**config.mk**
```make
export PLATFORM = sky130hd
export DESIGN_NAME = lottery_process_scheduler_flat
export DESIGN_NICKNAME = d
export VERILOG_FILES = /design/src/design/lps_pkg.sv /design/src/design/lps_if.sv /design/src/design/lps_ctrl.sv /design/src/design/lps_datapath.sv /design/src/design/lottery_process_scheduler.sv /design/src/flat_wrapper.sv
export SDC_FILE = /design/constraint.sdc
export NUM_CORES = 2
export LEC_CHECK = 0
export BUFFER_PORTS_ARGS = -buffer_cell sky130_fd_sc_hd__buf_2
export CAP_MARGIN = 20
export CORE_UTILIZATION = 30
export CTS_CLUSTER_DIAMETER = 80
export CTS_CLUSTER_SIZE = 14
export DETAILED_ROUTE_END_ITERATION = 8
export PLACE_DENSITY = 0.46
export SYNTH_ARGS = -nofsm -noshare
export SYNTH_HDL_FRONTEND = slang
export SYNTH_HIERARCHICAL = 1
export SYNTH_SLANG_ARGS = --single-unit
```
**constraint.sdc**
```tcl
create_clock -name clk_i -period 10.1 [get_ports clk_i]
set_input_delay 0 -clock clk_i [delete_from_list [all_inputs] [get_ports clk_i]]
set_output_delay 0 -clock clk_i [all_outputs]
set_load 0.02 [all_outputs]
```
**src/design/lps_pkg.sv**
```systemverilog
`default_nettype none
package lps_pkg;

  localparam int NUM_SLOTS   = 64;
  localparam int NUM_QUEUES  = 16;
  localparam int TICKET_BITS = 16;

  localparam int IDX_W     = $clog2(NUM_SLOTS);
  localparam int CNT_W     = $clog2(NUM_SLOTS + 1);
  localparam int PRIO_W    = 4;
  localparam int TOTAL_W   = 22;
  localparam int SUM_W     = ((TICKET_BITS > TOTAL_W) ? TICKET_BITS : TOTAL_W) + 1;
  localparam int RND_W     = 31;
  localparam int DIV_CNT_W = $clog2(RND_W);
  localparam int CFG_IDX_W = 2;

  localparam logic [TICKET_BITS-1:0] TICKET_MAX = '1;
  localparam logic [TOTAL_W-1:0]     TOTAL_MAX  = '1;

  // Event codes
  localparam logic [2:0] FUNC_START   = 3'd0;
  localparam logic [2:0] FUNC_STOP    = 3'd1;
  localparam logic [2:0] FUNC_NICE    = 3'd2;
  localparam logic [2:0] FUNC_EXPIRE  = 3'd3;
  localparam logic [2:0] FUNC_BALANCE = 3'd4;

  // Result status codes
  localparam logic [1:0] ST_OK       = 2'd0;
  localparam logic [1:0] ST_BAD_SLOT = 2'd1;
  localparam logic [1:0] ST_BAD_PRIO = 2'd2;

  // Register indexes
  localparam logic [CFG_IDX_W-1:0] REG_USER_QUEUE   = 2'd0;
  localparam logic [CFG_IDX_W-1:0] REG_TOP_QUEUE    = 2'd1;
  localparam logic [CFG_IDX_W-1:0] REG_BOTTOM_QUEUE = 2'd2;
  localparam logic [CFG_IDX_W-1:0] REG_BASE_TICKETS = 2'd3;

  typedef enum logic [2:0] {
    S_IDLE, S_READ, S_EXEC, S_SUM, S_DIV, S_PICK, S_BAL, S_DONE
  } state_e;

  typedef struct packed {
    logic [PRIO_W-1:0]      prio;
    logic [PRIO_W-1:0]      max_prio;
    logic [TICKET_BITS-1:0] tickets;
  } entry_t;

  typedef struct packed {
    logic capture;
    logic read_slot;
    logic exec;
    logic sum_step;
    logic div_init;
    logic div_step;
    logic walk_clr;
    logic pick_step;
    logic bal_step;
    logic load_out;
  } cmd_t;

  typedef struct packed {
    logic exec_lottery;
    logic exec_balance;
    logic walk_done;
    logic sum_zero;
    logic div_done;
    logic out_full;
  } stat_t;

endpackage
`default_nettype wire

```
**src/design/lps_if.sv**
```systemverilog
`default_nettype none
interface lps_evt_if;
  logic              valid;
  logic              ready;
  logic [2:0]        func;
  logic [5:0]        slot;
  logic [5:0]        parent_slot;
  logic              start_kind;
  logic [4:0]        max_prio;
  logic signed [7:0] ticket_delta;
  logic [30:0]       random_value;
  modport source (output valid, func, slot, parent_slot, start_kind, max_prio,
                  ticket_delta, random_value, input ready);
  modport sink (input valid, func, slot, parent_slot, start_kind, max_prio,
                ticket_delta, random_value, output ready);
endinterface

interface lps_res_if;
  logic        valid;
  logic        ready;
  logic [1:0]  status;
  logic        lottery_ran;
  logic        winner_found;
  logic [5:0]  winner_slot;
  logic [21:0] total_tickets;
  modport source (output valid, status, lottery_ran, winner_found, winner_slot,
                  total_tickets, input ready);
  modport sink (input valid, status, lottery_ran, winner_found, winner_slot,
                total_tickets, output ready);
endinterface

interface lps_cfg_if;
  logic       valid;
  logic       ready;
  logic [1:0] index;
  logic [7:0] data;
  modport source (output valid, index, data, input ready);
  modport sink (input valid, index, data, output ready);
endinterface
`default_nettype wire

```
**src/design/lps_ctrl.sv**
```systemverilog
`default_nettype none
module lps_ctrl (
  input  wire                   clk_i,
  input  wire                   rst_ni,
  input  wire                   evt_valid_i,
  output logic                  evt_ready_o,
  input  wire                   out_ready_i,
  input  wire lps_pkg::stat_t   stat_i,
  output lps_pkg::cmd_t         cmd_o
);

  lps_pkg::state_e state_q, state_d;

  always_ff @(posedge clk_i or negedge rst_ni) begin
    if (!rst_ni) begin
      state_q <= lps_pkg::S_IDLE;
    end else begin
      state_q <= state_d;
    end
  end

  always_comb begin
    state_d     = state_q;
    cmd_o       = '0;
    evt_ready_o = 1'b0;
    case (state_q)
      lps_pkg::S_IDLE: begin
        evt_ready_o = 1'b1;
        if (evt_valid_i) begin
          cmd_o.capture = 1'b1;
          state_d       = lps_pkg::S_READ;
        end
      end
      lps_pkg::S_READ: begin
        cmd_o.read_slot = 1'b1;
        state_d         = lps_pkg::S_EXEC;
      end
      lps_pkg::S_EXEC: begin
        cmd_o.exec     = 1'b1;
        cmd_o.walk_clr = 1'b1;
        if (stat_i.exec_lottery) state_d = lps_pkg::S_SUM;
        else if (stat_i.exec_balance) state_d = lps_pkg::S_BAL;
        else state_d = lps_pkg::S_DONE;
      end
      lps_pkg::S_SUM: begin
        cmd_o.sum_step = 1'b1;
        if (stat_i.walk_done) begin
          cmd_o.div_init = 1'b1;
          state_d        = lps_pkg::S_DIV;
        end
      end
      lps_pkg::S_DIV: begin
        if (stat_i.sum_zero) begin
          state_d = lps_pkg::S_DONE;
        end else begin
          cmd_o.div_step = 1'b1;
          if (stat_i.div_done) begin
            cmd_o.walk_clr = 1'b1;
            state_d        = lps_pkg::S_PICK;
          end
        end
      end
      lps_pkg::S_PICK: begin
        cmd_o.pick_step = 1'b1;
        if (stat_i.walk_done) state_d = lps_pkg::S_DONE;
      end
      lps_pkg::S_BAL: begin
        cmd_o.bal_step = 1'b1;
        if (stat_i.walk_done) state_d = lps_pkg::S_DONE;
      end
      lps_pkg::S_DONE: begin
        if (!stat_i.out_full || out_ready_i) begin
          cmd_o.load_out = 1'b1;
          state_d        = lps_pkg::S_IDLE;
        end
      end
      default: state_d = lps_pkg::S_IDLE;
    endcase
  end

endmodule
`default_nettype wire

```
**src/design/lps_datapath.sv**
```systemverilog
`default_nettype none
module lps_datapath (
  input  wire                   clk_i,
  input  wire                   rst_ni,
  input  wire lps_pkg::cmd_t    cmd_i,
  output lps_pkg::stat_t        stat_o,
  input  wire [2:0]             func_i,
  input  wire [5:0]             slot_i,
  input  wire [5:0]             parent_slot_i,
  input  wire                   start_kind_i,
  input  wire [4:0]             max_prio_i,
  input  wire signed [7:0]      ticket_delta_i,
  input  wire [30:0]            random_value_i,
  input  wire                   cfg_we_i,
  input  wire [1:0]             cfg_index_i,
  input  wire [7:0]             cfg_data_i,
  input  wire                   out_ready_i,
  output logic                  out_valid_o,
  output logic [1:0]            status_o,
  output logic                  lottery_ran_o,
  output logic                  winner_found_o,
  output logic [5:0]            winner_slot_o,
  output logic [21:0]           total_tickets_o
);

  localparam int TW = lps_pkg::TICKET_BITS + 2;

  // Configuration
  logic [3:0] uq_q, top_q, bot_q;
  logic [7:0] base_q;

  always_ff @(posedge clk_i or negedge rst_ni) begin
    if (!rst_ni) begin
      uq_q   <= 4'd13;
      top_q  <= 4'd12;
      bot_q  <= 4'd15;
      base_q <= 8'd5;
    end else if (cfg_we_i) begin
      case (cfg_index_i)
        lps_pkg::REG_USER_QUEUE:   uq_q   <= cfg_data_i[3:0];
        lps_pkg::REG_TOP_QUEUE:    top_q  <= cfg_data_i[3:0];
        lps_pkg::REG_BOTTOM_QUEUE: bot_q  <= cfg_data_i[3:0];
        lps_pkg::REG_BASE_TICKETS: base_q <= cfg_data_i;
        default: ;
      endcase
    end
  end

  // Captured event word
  logic [2:0]        func_q;
  logic [5:0]        slot_q, pslot_q;
  logic              kind_q;
  logic [4:0]        mp_q;
  logic signed [7:0] delta_q;
  logic [30:0]       rnd_q;

  always_ff @(posedge clk_i) begin
    if (cmd_i.capture) begin
      func_q  <= func_i;
      slot_q  <= slot_i;
      pslot_q <= parent_slot_i;
      kind_q  <= start_kind_i;
      mp_q    <= max_prio_i;
      delta_q <= ticket_delta_i;
      rnd_q   <= random_value_i;
    end
  end

  logic                      slot_in, pslot_in;
  logic [lps_pkg::IDX_W-1:0] sidx, pidx;
  assign slot_in  = 32'(slot_q) < lps_pkg::NUM_SLOTS;
  assign pslot_in = 32'(pslot_q) < lps_pkg::NUM_SLOTS;
  assign sidx     = slot_in ? lps_pkg::IDX_W'(slot_q) : '0;
  assign pidx     = pslot_in ? lps_pkg::IDX_W'(pslot_q) : '0;

  // Slot table: in-use flags in flops, the rest in a memory
  logic [lps_pkg::NUM_SLOTS-1:0] active_q, active_d;
  lps_pkg::entry_t mem [lps_pkg::NUM_SLOTS];
  lps_pkg::entry_t rdata_q, wdata;
  logic [lps_pkg::IDX_W-1:0] raddr, waddr;
  logic we;

  always_ff @(posedge clk_i) begin
    if (we) mem[waddr] <= wdata;
    rdata_q <= mem[raddr];
  end

  always_ff @(posedge clk_i or negedge rst_ni) begin
    if (!rst_ni) active_q <= '0;
    else active_q <= active_d;
  end

  // Walk counter: issue address cnt, process entry cnt-1
  logic [lps_pkg::CNT_W-1:0] cnt_q;
  logic [lps_pkg::IDX_W-1:0] pidx_w;
  logic                      proc_v, walk_done;
  assign walk_done = 32'(cnt_q) == lps_pkg::NUM_SLOTS;
  assign proc_v    = cnt_q != '0;
  assign pidx_w    = lps_pkg::IDX_W'(cnt_q - 1'b1);

  always_ff @(posedge clk_i or negedge rst_ni) begin
    if (!rst_ni) begin
      cnt_q <= '0;
    end else if (cmd_i.walk_clr) begin
      cnt_q <= '0;
    end else if ((cmd_i.sum_step || cmd_i.pick_step || cmd_i.bal_step) && !walk_done) begin
      cnt_q <= cnt_q + 1'b1;
    end
  end

  always_comb begin
    if (cmd_i.read_slot) raddr = sidx;
    else if (!walk_done) raddr = lps_pkg::IDX_W'(cnt_q);
    else raddr = '0;
  end

  function automatic logic in_user(input logic [3:0] p, input logic [3:0] top,
                                   input logic [3:0] bot);
    in_user = (p >= top) && (p <= bot);
  endfunction

  logic elig;
  assign elig = active_q[pidx_w] && in_user(rdata_q.prio, top_q, bot_q) &&
                (rdata_q.prio == uq_q);

  // Result fields being built
  logic [1:0]               res_status_q, res_status_d;
  logic                     res_ran_q, res_ran_d;
  logic                     found_q, found_d;
  logic [5:0]               win_q, win_d;
  logic [lps_pkg::TOTAL_W-1:0] total_q, total_d;
  logic [lps_pkg::SUM_W-1:0]   acc_q, acc_d, acc_sum, tot_sum;
  logic                     exec_lottery, exec_balance;

  // Remainder unit, one quotient bit per cycle
  logic [lps_pkg::TOTAL_W-1:0]   rem_q;
  logic [lps_pkg::TOTAL_W:0]     rem_sh;
  logic [30:0]                   sh_q;
  logic [lps_pkg::DIV_CNT_W-1:0] dcnt_q;
  logic                          div_done;
  assign rem_sh   = {rem_q, sh_q[30]};
  assign div_done = 32'(dcnt_q) == lps_pkg::RND_W - 1;

  always_ff @(posedge clk_i) begin
    if (cmd_i.div_init) begin
      rem_q  <= '0;
      sh_q   <= rnd_q;
      dcnt_q <= '0;
    end else if (cmd_i.div_step) begin
      rem_q  <= (rem_sh >= {1'b0, total_q}) ?
                lps_pkg::TOTAL_W'(rem_sh - {1'b0, total_q}) :
                lps_pkg::TOTAL_W'(rem_sh);
      sh_q   <= {sh_q[29:0], 1'b0};
      dcnt_q <= dcnt_q + 1'b1;
    end
  end

  logic signed [TW-1:0] nice_t;
  logic [lps_pkg::TICKET_BITS-1:0] nice_tk;
  logic [4:0] p_inc;
  assign nice_t = signed'({2'b00, rdata_q.tickets}) + TW'(delta_q);
  assign p_inc  = {1'b0, rdata_q.prio} + 5'd1;

  always_comb begin
    if (nice_t < signed'(TW'(base_q))) nice_tk = lps_pkg::TICKET_BITS'(base_q);
    else if (nice_t > signed'({2'b00, lps_pkg::TICKET_MAX})) nice_tk = lps_pkg::TICKET_MAX;
    else nice_tk = lps_pkg::TICKET_BITS'(nice_t);
  end

  assign tot_sum = lps_pkg::SUM_W'(total_q) + lps_pkg::SUM_W'(rdata_q.tickets);
  assign acc_sum = acc_q + lps_pkg::SUM_W'(rdata_q.tickets);

  always_comb begin
    active_d     = active_q;
    we           = 1'b0;
    waddr        = sidx;
    wdata        = rdata_q;
    res_status_d = res_status_q;
    res_ran_d    = res_ran_q;
    found_d      = found_q;
    win_d        = win_q;
    total_d      = total_q;
    acc_d        = acc_q;
    exec_lottery = 1'b0;
    exec_balance = 1'b0;

    if (cmd_i.exec) begin
      res_status_d = lps_pkg::ST_OK;
      res_ran_d    = 1'b0;
      found_d      = 1'b0;
      win_d        = '0;
      total_d      = '0;
      if (func_q == lps_pkg::FUNC_START) begin
        if (!slot_in || active_q[sidx]) begin
          res_status_d = lps_pkg::ST_BAD_SLOT;
        end else if (32'(mp_q) >= lps_pkg::NUM_QUEUES) begin
          res_status_d = lps_pkg::ST_BAD_PRIO;
        end else if (kind_q && (!pslot_in || !active_q[pidx])) begin
          res_status_d = lps_pkg::ST_BAD_SLOT;
        end else begin
          we             = 1'b1;
          wdata.max_prio = mp_q[3:0];
          wdata.prio     = kind_q ? uq_q : mp_q[3:0];
          wdata.tickets  = lps_pkg::TICKET_BITS'(base_q);
          active_d[sidx] = 1'b1;
        end
      end else if (func_q == lps_pkg::FUNC_BALANCE) begin
        exec_balance = 1'b1;
      end else if (func_q > lps_pkg::FUNC_BALANCE) begin
        res_status_d = lps_pkg::ST_OK;
      end else if (!slot_in || !active_q[sidx]) begin
        res_status_d = lps_pkg::ST_BAD_SLOT;
      end else begin
        exec_lottery = 1'b1;
        res_ran_d    = 1'b1;
        case (func_q)
          lps_pkg::FUNC_STOP: active_d[sidx] = 1'b0;
          lps_pkg::FUNC_NICE: begin
            we            = 1'b1;
            wdata.tickets = nice_tk;
            wdata.prio    = uq_q;
          end
          default: begin
            we = 1'b1;
            if (in_user(rdata_q.prio, top_q, bot_q)) wdata.prio = uq_q;
            else if (p_inc < {1'b0, top_q}) wdata.prio = p_inc[3:0];
          end
        endcase
      end
    end

    if (cmd_i.walk_clr) acc_d = '0;

    if (cmd_i.sum_step && proc_v && elig) begin
      total_d = (tot_sum > lps_pkg::SUM_W'(lps_pkg::TOTAL_MAX)) ?
                lps_pkg::TOTAL_MAX : lps_pkg::TOTAL_W'(tot_sum);
    end

    if (cmd_i.pick_step && proc_v && elig && !found_q) begin
      acc_d = acc_sum;
      if (acc_sum > lps_pkg::SUM_W'(rem_q)) begin
        found_d    = 1'b1;
        win_d      = 6'(pidx_w);
        we         = 1'b1;
        waddr      = pidx_w;
        wdata.prio = top_q;
      end
    end

    if (cmd_i.bal_step && proc_v && active_q[pidx_w] &&
        rdata_q.prio > rdata_q.max_prio && !in_user(rdata_q.prio, top_q, bot_q)) begin
      we         = 1'b1;
      waddr      = pidx_w;
      wdata.prio = rdata_q.prio - 4'd1;
    end
  end

  always_ff @(posedge clk_i) begin
    res_status_q <= res_status_d;
    res_ran_q    <= res_ran_d;
    found_q      <= found_d;
    win_q        <= win_d;
    total_q      <= total_d;
    acc_q        <= acc_d;
  end

  // Output register
  logic out_valid_q;
  always_ff @(posedge clk_i or negedge rst_ni) begin
    if (!rst_ni) out_valid_q <= 1'b0;
    else if (cmd_i.load_out) out_valid_q <= 1'b1;
    else if (out_ready_i) out_valid_q <= 1'b0;
  end

  always_ff @(posedge clk_i) begin
    if (cmd_i.load_out) begin
      status_o        <= res_status_q;
      lottery_ran_o   <= res_ran_q;
      winner_found_o  <= found_q;
      winner_slot_o   <= win_q;
      total_tickets_o <= total_q;
    end
  end

  assign out_valid_o = out_valid_q;

  assign stat_o.exec_lottery = exec_lottery;
  assign stat_o.exec_balance = exec_balance;
  assign stat_o.walk_done    = walk_done;
  assign stat_o.sum_zero     = total_q == '0;
  assign stat_o.div_done     = div_done;
  assign stat_o.out_full     = out_valid_q;

  a_cnt_bound: assert property (@(posedge clk_i) disable iff (!rst_ni)
    32'(cnt_q) <= lps_pkg::NUM_SLOTS)
    else $error("walk counter past table end");

  a_rem_below: assert property (@(posedge clk_i) disable iff (!rst_ni)
    cmd_i.div_step |-> (rem_q < total_q))
    else $error("remainder not below ticket sum");

  a_win_ran: assert property (@(posedge clk_i) disable iff (!rst_ni)
    cmd_i.load_out && found_q |-> res_ran_q && (total_q != '0))
    else $error("winner without lottery");

endmodule
`default_nettype wire

```
**src/design/lottery_process_scheduler.sv**
```systemverilog
`default_nettype none
// Lottery process scheduler. Holds a 64-slot process table (in-use flag,
// priority, maximum priority, ticket count) and handles one event word at a
// time: start, stop, nice, quantum expiry and balance tick, each answered by
// one result word. Stop, nice and expiry then run a lottery: one walk over
// the table sums the tickets of slots waiting at user_queue, a one-bit-per-
// cycle remainder unit reduces random_value modulo that sum, and a second
// walk picks the winner and raises it to top_user_queue. Each walk reads the
// slot memory at one entry per cycle. A new event is taken only after the
// previous result is in the output register. Configuration writes are taken
// at any time and must be made while the block is idle.
module lottery_process_scheduler (
  input  wire        clk_i,
  input  wire        rst_ni,
  lps_evt_if.sink    evt_i,
  lps_res_if.source  res_o,
  lps_cfg_if.sink    cfg_i
);

  lps_pkg::cmd_t  cmd;
  lps_pkg::stat_t stat;

  // Registers accept a word every cycle
  assign cfg_i.ready = 1'b1;

  lps_ctrl u_ctrl (
    .clk_i       (clk_i),
    .rst_ni      (rst_ni),
    .evt_valid_i (evt_i.valid),
    .evt_ready_o (evt_i.ready),
    .out_ready_i (res_o.ready),
    .stat_i      (stat),
    .cmd_o       (cmd)
  );

  lps_datapath u_dp (
    .clk_i           (clk_i),
    .rst_ni          (rst_ni),
    .cmd_i           (cmd),
    .stat_o          (stat),
    .func_i          (evt_i.func),
    .slot_i          (evt_i.slot),
    .parent_slot_i   (evt_i.parent_slot),
    .start_kind_i    (evt_i.start_kind),
    .max_prio_i      (evt_i.max_prio),
    .ticket_delta_i  (evt_i.ticket_delta),
    .random_value_i  (evt_i.random_value),
    .cfg_we_i        (cfg_i.valid),
    .cfg_index_i     (cfg_i.index),
    .cfg_data_i      (cfg_i.data),
    .out_ready_i     (res_o.ready),
    .out_valid_o     (res_o.valid),
    .status_o        (res_o.status),
    .lottery_ran_o   (res_o.lottery_ran),
    .winner_found_o  (res_o.winner_found),
    .winner_slot_o   (res_o.winner_slot),
    .total_tickets_o (res_o.total_tickets)
  );

endmodule
`default_nettype wire
```
**src/flat_wrapper.sv**
```systemverilog
// flat-port wrapper written by rule: the top's interface ports become plain ports
module lottery_process_scheduler_flat 
  (clk_i, rst_ni, evt_i_valid, evt_i_func, evt_i_slot, evt_i_parent_slot, evt_i_start_kind, evt_i_max_prio, evt_i_ticket_delta, evt_i_random_value, evt_i_ready, res_o_valid, res_o_status, res_o_lottery_ran, res_o_winner_found, res_o_winner_slot, res_o_total_tickets, res_o_ready, cfg_i_valid, cfg_i_index, cfg_i_data, cfg_i_ready);
  lps_evt_if evt_i_i ();
  lps_res_if res_o_i ();
  lps_cfg_if cfg_i_i ();
  input  wire clk_i;
  input  wire rst_ni;
  input wire logic [$bits(evt_i_i.valid)-1:0] evt_i_valid;
  input wire logic [$bits(evt_i_i.func)-1:0] evt_i_func;
  input wire logic [$bits(evt_i_i.slot)-1:0] evt_i_slot;
  input wire logic [$bits(evt_i_i.parent_slot)-1:0] evt_i_parent_slot;
  input wire logic [$bits(evt_i_i.start_kind)-1:0] evt_i_start_kind;
  input wire logic [$bits(evt_i_i.max_prio)-1:0] evt_i_max_prio;
  input wire logic [$bits(evt_i_i.ticket_delta)-1:0] evt_i_ticket_delta;
  input wire logic [$bits(evt_i_i.random_value)-1:0] evt_i_random_value;
  output wire logic [$bits(evt_i_i.ready)-1:0] evt_i_ready;
  output wire logic [$bits(res_o_i.valid)-1:0] res_o_valid;
  output wire logic [$bits(res_o_i.status)-1:0] res_o_status;
  output wire logic [$bits(res_o_i.lottery_ran)-1:0] res_o_lottery_ran;
  output wire logic [$bits(res_o_i.winner_found)-1:0] res_o_winner_found;
  output wire logic [$bits(res_o_i.winner_slot)-1:0] res_o_winner_slot;
  output wire logic [$bits(res_o_i.total_tickets)-1:0] res_o_total_tickets;
  input wire logic [$bits(res_o_i.ready)-1:0] res_o_ready;
  input wire logic [$bits(cfg_i_i.valid)-1:0] cfg_i_valid;
  input wire logic [$bits(cfg_i_i.index)-1:0] cfg_i_index;
  input wire logic [$bits(cfg_i_i.data)-1:0] cfg_i_data;
  output wire logic [$bits(cfg_i_i.ready)-1:0] cfg_i_ready;
  assign evt_i_i.valid = evt_i_valid;
  assign evt_i_i.func = evt_i_func;
  assign evt_i_i.slot = evt_i_slot;
  assign evt_i_i.parent_slot = evt_i_parent_slot;
  assign evt_i_i.start_kind = evt_i_start_kind;
  assign evt_i_i.max_prio = evt_i_max_prio;
  assign evt_i_i.ticket_delta = evt_i_ticket_delta;
  assign evt_i_i.random_value = evt_i_random_value;
  assign evt_i_ready = evt_i_i.ready;
  assign res_o_valid = res_o_i.valid;
  assign res_o_status = res_o_i.status;
  assign res_o_lottery_ran = res_o_i.lottery_ran;
  assign res_o_winner_found = res_o_i.winner_found;
  assign res_o_winner_slot = res_o_i.winner_slot;
  assign res_o_total_tickets = res_o_i.total_tickets;
  assign res_o_i.ready = res_o_ready;
  assign cfg_i_i.valid = cfg_i_valid;
  assign cfg_i_i.index = cfg_i_index;
  assign cfg_i_i.data = cfg_i_data;
  assign cfg_i_ready = cfg_i_i.ready;
  lottery_process_scheduler u_core (.clk_i(clk_i), .rst_ni(rst_ni), .evt_i(evt_i_i), .res_o(res_o_i), .cfg_i(cfg_i_i));
endmodule
```
Yosys cells after proc, flatten, opt, wreduce, memory -nomap -nowiden
Memory sizes are Yosys's and may differ from the RTL's. A register that Yosys moved wholly into a read port is not among the register bits.
Index checks and enable logic that the tools add are counted.
{"block": "op_classes", "add_sub_neg": 9, "n_mul": 0, "div": 0, "order_cmp": 15, "n_eq_ne": 26, "shift": 0, "muxes": 115, "bitwise": 3, "reduce_logical": 42}
{"op": "$mux 64", "n": 8}
{"op": "$mux 16", "n": 7}
{"op": "$mux 24", "n": 4}
{"op": "$mux 22", "n": 4}
{"op": "$and 64x64->64", "n": 1}
{"op": "$not 64->64", "n": 1}
{"op": "$or 64x64->64", "n": 1}
{"op": "$mux 31", "n": 2}
{"op": "$mux 1", "n": 48}
{"op": "$mux 6", "n": 8}
{"op": "$mux 23", "n": 2}
{"op": "$mux 4", "n": 11}
{"op": "$add 22x16->23", "n": 1}
{"op": "$add 23x16->23", "n": 1}
{"op": "$ge 23x22->1", "n": 1}
{"op": "$gt 23x22->1", "n": 1}
{"op": "$gt 23x22->1 const B", "n": 1}
{"op": "$logic_not 22->1", "n": 1}
{"op": "$sub 22x22->22", "n": 1}
{"op": "$lt 6x7->1 const B", "n": 3}
{"op": "$mux 3", "n": 7}
{"op": "$pmux 3 s7", "n": 1}
{"op": "$add 17x8->18", "n": 1}
{"op": "$bmux 1 s6", "n": 3}
{"op": "41 further kinds", "n": 91}
{"block": "word_totals", "register_bits": 300, "latch_bits": 0, "mem_bits_rw": 1536, "rom_bits": 0, "input_bits": 75, "output_inout_bits": 35, "elab_cells": 240, "memories": 1}
{"memory": "u_core.u_dp.mem", "depth": 64, "width": 24, "rd": 1, "rd_ports_with_merged_regs": 1, "write_ports": 1, "line_no": "lps_datapath.sv:78", "rtl": "lps_pkg::entry_t mem [lps_pkg::NUM_SLOTS];"}

Logic depth before layout (Yosys ltp)
{"block": "logic_depth", "depth_word": 14, "mapped_depth": 23, "mapped_depth_nobuf": 20}

Modules after synthesis
The synthesis kept the hierarchy.
{"module": "lps_datapath", "n_inst": 1, "cells_each": 6514, "area_each_um2": 80937.6, "seq_area_each_um2": 54736.2}
{"module": "lps_ctrl", "n_inst": 1, "cells_each": 36, "area_each_um2": 290.3, "seq_area_each_um2": 75.1}
{"module": "lottery_process_scheduler", "n_inst": 1, "cells_each": 2, "area_each_um2": 11.3, "seq_area_each_um2": 0.0}

Worst setup path before layout
Ideal clock, no wire load.
{"block": "synth_path", "path_type": "register to register", "startpoint": "register, netlist name u_core/u_dp/rdata_q[1]", "endpoint": "memory u_core/u_dp/mem[0][0] (netlist bit) (data pin)", "setup_time_ps": 1008, "arrival_time_ps": 6788, "t_required_ps": 9092, "path_slack_ps": 2303, "stages_incl_launch_ff": 16, "path_buffers": 0, "synth_period_minus_slack_ps": 7797, "cell_sequence": "dfxtp_1 > ha_1 > a211o_1 > a211o_1 > o2111ai_1 > nand2_1 > xor2_1 > ha_1 > nand4_1 > nor3_1 > or3_1 > a2111oi_2 > o2111ai_1 > or4_4 > nand2_1 > o311ai_0"}
{"item": "end: declaration", "line_no": "lps_datapath.sv:78"}

Final worst setup path
{"block": "layout_path", "startpoint": "register u_core/u_dp/cnt_q[0] (netlist bit)", "endpoint": "memory u_core/u_dp/mem[52][15] (netlist bit), enable pin"}
{"block": "layout_via", "elab_chain_len": 11, "elab_cells_between_ends": 20, "cone_classes": "1 x add/sub; 9 x mux; 10 x reduce/logical"}
{"item": "start: declaration", "line_no": "lps_datapath.sv:94", "rtl": "logic [lps_pkg::CNT_W-1:0] cnt_q;"}
{"item": "start signal: assignment", "line_no": "lps_datapath.sv:107", "rtl": "cnt_q <= cnt_q + 1'b1;"}
{"item": "$sub 6x1->6", "line_no": "lps_datapath.sv:99", "rtl": "assign pidx_w = lps_pkg::IDX_W'(cnt_q - 1'b1);"}
{"item": "$bmux 1 s6", "line_no": "lps_datapath.sv:123, lps_datapath.sv:250"}
{"item": "$mux 1 (implied by the code)", "line_no": "lps_datapath.sv:123, lps_datapath.sv:250"}
{"item": "$logic_and 1x1->1 (2 in series)", "line_no": "lps_datapath.sv:123", "rtl": "assign elig = active_q[pidx_w] && in_user(rdata_q.prio, top_q, bot_q) &&"}
{"item": "$logic_and 1x1->1 (2 in series)", "line_no": "lps_datapath.sv:239", "rtl": "if (cmd_i.pick_step && proc_v && elig && !found_q) begin"}
{"item": "$mux 1", "line_no": "lps_datapath.sv:239"}
{"item": "$mux 1", "line_no": "lps_datapath.sv:250", "rtl": "if (cmd_i.bal_step && proc_v && active_q[pidx_w] &&"}
{"item": "$mux 1", "line_no": "lps_datapath.sv:84", "rtl": "if (we) mem[waddr] <= wdata;"}
{"item": "$mux 1 (implied by the code)", "line_no": "lps_datapath.sv:84"}
Several ways; a longest one is shown, not always the timed one. The select of a mux whose other input is x is not followed.

==> impl_metrics.env <==
export IMPL_die_w_um=522
export IMPL_worst_path_max_delay_cell="ha_1"
export IMPL_synth_compound_area_frac=0.0851
export IMPL_hp_start="res_o_ready"
export IMPL_grt_first_pass_wirelength_um=384000
export IMPL_use_met2=0.287
export IMPL_pwr_share_comb=0.010
export IMPL_postSynthAreaPerCell_um2=12.4
export IMPL_synth_top_area_share=0.631
export IMPL_start_kind="register"
export IMPL_reg2reg_slack_ns=2.44
export IMPL_synthMuxAreaShare=0.0328
export IMPL_finalCritPeriodShare=0.759
export IMPL_crit_type="reg2reg"
export IMPL_via_per_inst=5.32
export IMPL_r2r_start="u_core/u_dp/cnt_q[0]$_DFFE_PN0P_"
export IMPL_p_leak_nw=28.9
export IMPL_nets=6936
export IMPL_synth_seq_area_share=0.675
export IMPL_synth_area_leaders="edfxtp_1 63%, nand2_1 7.5%, nand3_1 3.6%"
export IMPL_antenna_left=0
export IMPL_slew_headroom=0.184
export IMPL_cts_tree="built"
export IMPL_hold_path_depth=4
export IMPL_path_cells="buf_4, clkinv_1, ha_1, mux4_2, mux2i_1, mux2i_1, a2111oi_0, nor3_1, nand4_1, a31o_2, nand2_2, buf_4, mux2i_4, nor2_2, buf_8"
export IMPL_fin_crit_ns=7.66
export IMPL_setup_tns_ns=0
export IMPL_dr_pass1_iters=6
export IMPL_drive_above_1_share=0.117
export IMPL_synth_async_reset_ratio=0.0511
export IMPL_tightestPinTransition_ns=1.21
export IMPL_io_buffer_count=108
export IMPL_syn_instance_count=6552
export IMPL_synth_edf_count=1707
export IMPL_wire_per_inst_um=26.1
export IMPL_synth_seq_cells=1860
export IMPL_post_dp_cell_area_um2=86600
export IMPL_grt_max_degree=148
export IMPL_pwr_share_seq=0.575
export IMPL_area_growth_pct=14.4
export IMPL_synthFlopType="edfxtp_1"
export IMPL_setup_viol=0
export IMPL_final_max_slew_viol_count=0
export IMPL_gp_congestion=0.921
export IMPL_cp_required_ns=10.66
export IMPL_floorplan_die_area_um2=273000
export IMPL_path_max_fanout=30
export IMPL_r2r_end="u_core/u_dp/mem[52][15]$_DFFE_PP_"
export IMPL_cpLargestDelayFamily="simple AND/OR/NAND/NOR gates"
export IMPL_power_density_nw_per_um2=156
export IMPL_final_core_util=0.346
export IMPL_wl_um=270000
export IMPL_hold_end="u_core/u_dp/out_valid_o$_DFFE_PN0P_"
export IMPL_drt_iter0_markers=6048
export IMPL_dr_total_vias=55100
export IMPL_clk_pin_slew_ns=0.07
export IMPL_drc=0
export IMPL_yosysTopAreaCell="edfxtp_1"
export IMPL_cts_buffers=170
export IMPL_worstSetupEndpointType="register"
export IMPL_synth_nets=6754
export IMPL_peakVddDrop_uv=125
export IMPL_die_height_um=522
export IMPL_crit_buf_inv=4
export IMPL_grt_pass1_vias=51600
export IMPL_insertion_delay_ns=0.87
export IMPL_switching_power_mw=2.96
export IMPL_io_pins=110
export IMPL_cp_arrival_ns=8.23
export IMPL_internal_power_mw=11.5
export IMPL_synth_area_um2=81200
export IMPL_synth_top_family_by_area="simple AND/OR/NAND/NOR gates"
export IMPL_met1_usage=0.288
export IMPL_reg2reg_depth=15
export IMPL_maxCapViolCount=0
export IMPL_fill_cells=26300
export IMPL_synthAdderAreaFrac=0.0199
export IMPL_hold_viol=0
export IMPL_row_count=190
export IMPL_grt_overflow=0
export IMPL_clk_path_buf_depth=4
export IMPL_cp_slowest_stage_delay_ns=1.12
export IMPL_yosysWarnings=6
export IMPL_place_hpwl_um=165000
export IMPL_status="finished, final reports clean"
export IMPL_grt_antenna_before_repair=17
export IMPL_cts_resized=0
export IMPL_top_usage_layer="met1"
export IMPL_fin_area_um2=92900
export IMPL_clock_skew_ns=0.107
export IMPL_initial_utilization=0.302
export IMPL_max_clock_freq_mhz=131
export IMPL_rsz0062_at_grt="false"
export IMPL_gr_usage_met3=0.0283
export IMPL_cts_htree_levels=4
export IMPL_yosys_area_share_simple=0.153
export IMPL_hp_class="in2reg"
export IMPL_switching_share=0.205
export IMPL_yosysUniqueCellTypes=96
export IMPL_clockPowerShare=0.415
export IMPL_clock_sinks=1860
export IMPL_core_um2=269000
export IMPL_synth_xor_xnor_area_share=0.00807
export IMPL_grtUsageTotal=0.193
export IMPL_cts_root_buf="clkbuf_16"
-- layer usage --
layer  vias up  wire, um  part of all wire
met2      2019    117000              0.43
met1     28100    126000              0.47
met5         -        17          0.000063
li1      24700         -                 -
met4         2      8560             0.032
met3       336     18300             0.068
-- power groups by stage --
| stage | Sequential [mW] | Combinational (mW) | Clock, mW |
|---|---|---|---|
| 2_1_floorplan | 8.48 | 0.0559 | 0 |
| 3_3_place_gp | 8.49 | 0.0921 | 0 |
| 3_5_place_dp | 8.49 | 0.0934 | 0 |
| 4_1_cts | 8.32 | 0.144 | 6.19 |
| 5_1_grt | 8.32 | 0.161 | 6.42 |
| 6_report | 8.32 | 0.144 | 6.02 |
-- cell type report --
type,instances,area [um2],area share
diodes,8,20.0,0.000215
clock buffers,205,4430,0.0477
clock inverters,29,294,0.00316
inverters,105,394,0.00424
multi-input cells,4153,24800,0.266
flip-flops and latches,1860,54800,0.590
well taps,3552,4440,0.0478
repair buffers,444,3760,0.0405
-- state kept, by name, summed over array words and instances, names as in the netlist, 3 cells and up, named ones only --
signal                       cells
u_core/u_dp/mem               1536
u_core/u_dp/pidx                 6
u_core/u_dp/total_q             22
u_core/u_dp/sh_q                31
u_core/u_dp/rem_q               22
u_core/u_dp/acc_q               23
u_core/u_dp/mp_q                 5
u_core/u_dp/delta_q              8
u_core/u_ctrl/state_q            3
u_core/u_dp/top_q                4
u_core/u_dp/rdata_q             24
u_core/u_dp/bot_q                4
u_core/u_dp/base_q               8
u_core/u_dp/sidx                 6
u_core/u_dp/total_tickets_o     22
u_core/u_dp/winner_slot_o        6
u_core/u_dp/win_q                6
u_core/u_dp/func_q               3
u_core/u_dp/cnt_q                7
u_core/u_dp/uq_q                 4
u_core/u_dp/rnd_q               31
u_core/u_dp/dcnt_q               5
-- through the flow --
step                      hold WS (ns)  setup WS (ns)  cells  power (mW)
after floorplan                 -0.296           2.30   6552        8.53
after global placement       -0.000161           2.21   9948        8.58
after detailed placement       0.00186           2.31   9960        8.58
after CTS                      0.00765           2.43  10300        14.7
after global routing            0.0646           2.03  10300        14.9
final                           0.0607           2.44  10400        14.5
-- how the worst max path moves through the flow --
stage | startpoint | end | slack, ns | cells past startpoint
3_5_place_dp | u_core/u_dp/cnt_q[0]$_DFFE_PN0P_ | u_core/u_dp/mem[20][8]$_DFFE_PP_ | 2.31 | 15
3_3_place_gp | u_core/u_dp/cnt_q[0]$_DFFE_PN0P_ | u_core/u_dp/mem[15][12]$_DFFE_PP_ | 2.21 | 16
4_1_cts | u_core/u_dp/cnt_q[0]$_DFFE_PN0P_ | u_core/u_dp/mem[52][15]$_DFFE_PP_ | 2.43 | 15
2_1_floorplan | u_core/u_dp/rdata_q[1]$_DFF_P_ | u_core/u_dp/mem[0][0]$_DFFE_PP_ | 2.30 | 15
6_report | u_core/u_dp/cnt_q[0]$_DFFE_PN0P_ | u_core/u_dp/mem[52][15]$_DFFE_PP_ | 2.44 | 15
5_1_grt | u_core/u_dp/cnt_q[0]$_DFFE_PN0P_ | u_core/u_dp/mem[20][11]$_DFFE_PP_ | 2.03 | 15
-- timing repair --
action                                  in CTS  in global routing
buffers inserted                             0                  0
endpoints found under the setup margin       0                  0
endpoints found under the hold margin      228                  0
hold buffers                               148                  0
-- worst register-to-register path, delay by kind of cell (launching register included) --
family	cells	cell delay, ns
AO/OA/AOI/OAI	2	0.85
buffers and inverters	4	1.58
adder cells (fa/ha/maj)	1	1.12
AND/OR/NAND/NOR	4	2.00
multiplexers	4	1.59
flip-flops	1	0.32
-- cell families after synthesis --
family	after synthesis
buffers and inverters	539
other	1
AO/OA/AOI/OAI	932
AND/OR/NAND/NOR	2813
XOR/XNOR	74
adder cells (fa/ha/maj)	127
flip-flops	1860
multiplexers	206
-- synth_stat cells (33+ instances only) --
cell	number
edfxtp_1	1707
nand2_1	1631
nand3_1	581
clkbuf_1	316
a311oi_1	248
nor2_1	168
and3_1	147
mux2_2	124
ha_1	123
a31oi_1	113
inv_1	104
a211oi_1	101
a21oi_1	99
o21ai_0	97
dfrtp_1	84
buf_1	64
and2_1	60
dfxtp_1	58
nor3_1	49
mux2i_1	40
buf_2	38
xor2_1	37
xnor2_1	36
mux4_2	33
-- placed cells by master, fill, tap and decap left out, drive strengths merged, types with 15 or more instances in the layout --
cell type,netlist,routed
a211o,32,32
a211oi,101,101
a21o,24,24
a21oi,99,99
a221o,26,26
a311oi,248,248
a31oi,114,114
and2,61,61
and3,147,147
buf,118,292
clkbuf,316,210
dfrtp,84,84
dfxtp,58,58
dlygate4sd3,0,147
edfxtp,1707,1707
ha,123,123
inv,104,120
mux2,128,128
mux2i,45,45
mux4,33,33
nand2,1632,1632
nand2b,30,30
nand3,581,581
nand4,24,24
nor2,173,173
nor2b,29,29
nor3,51,51
o211ai,15,15
o21a,23,23
o21ai,98,98
o22ai,15,15
o31ai,30,30
or3,17,17
xnor2,37,37
xor2,37,37
Note: power is estimated with default switching activity, not from simulation.
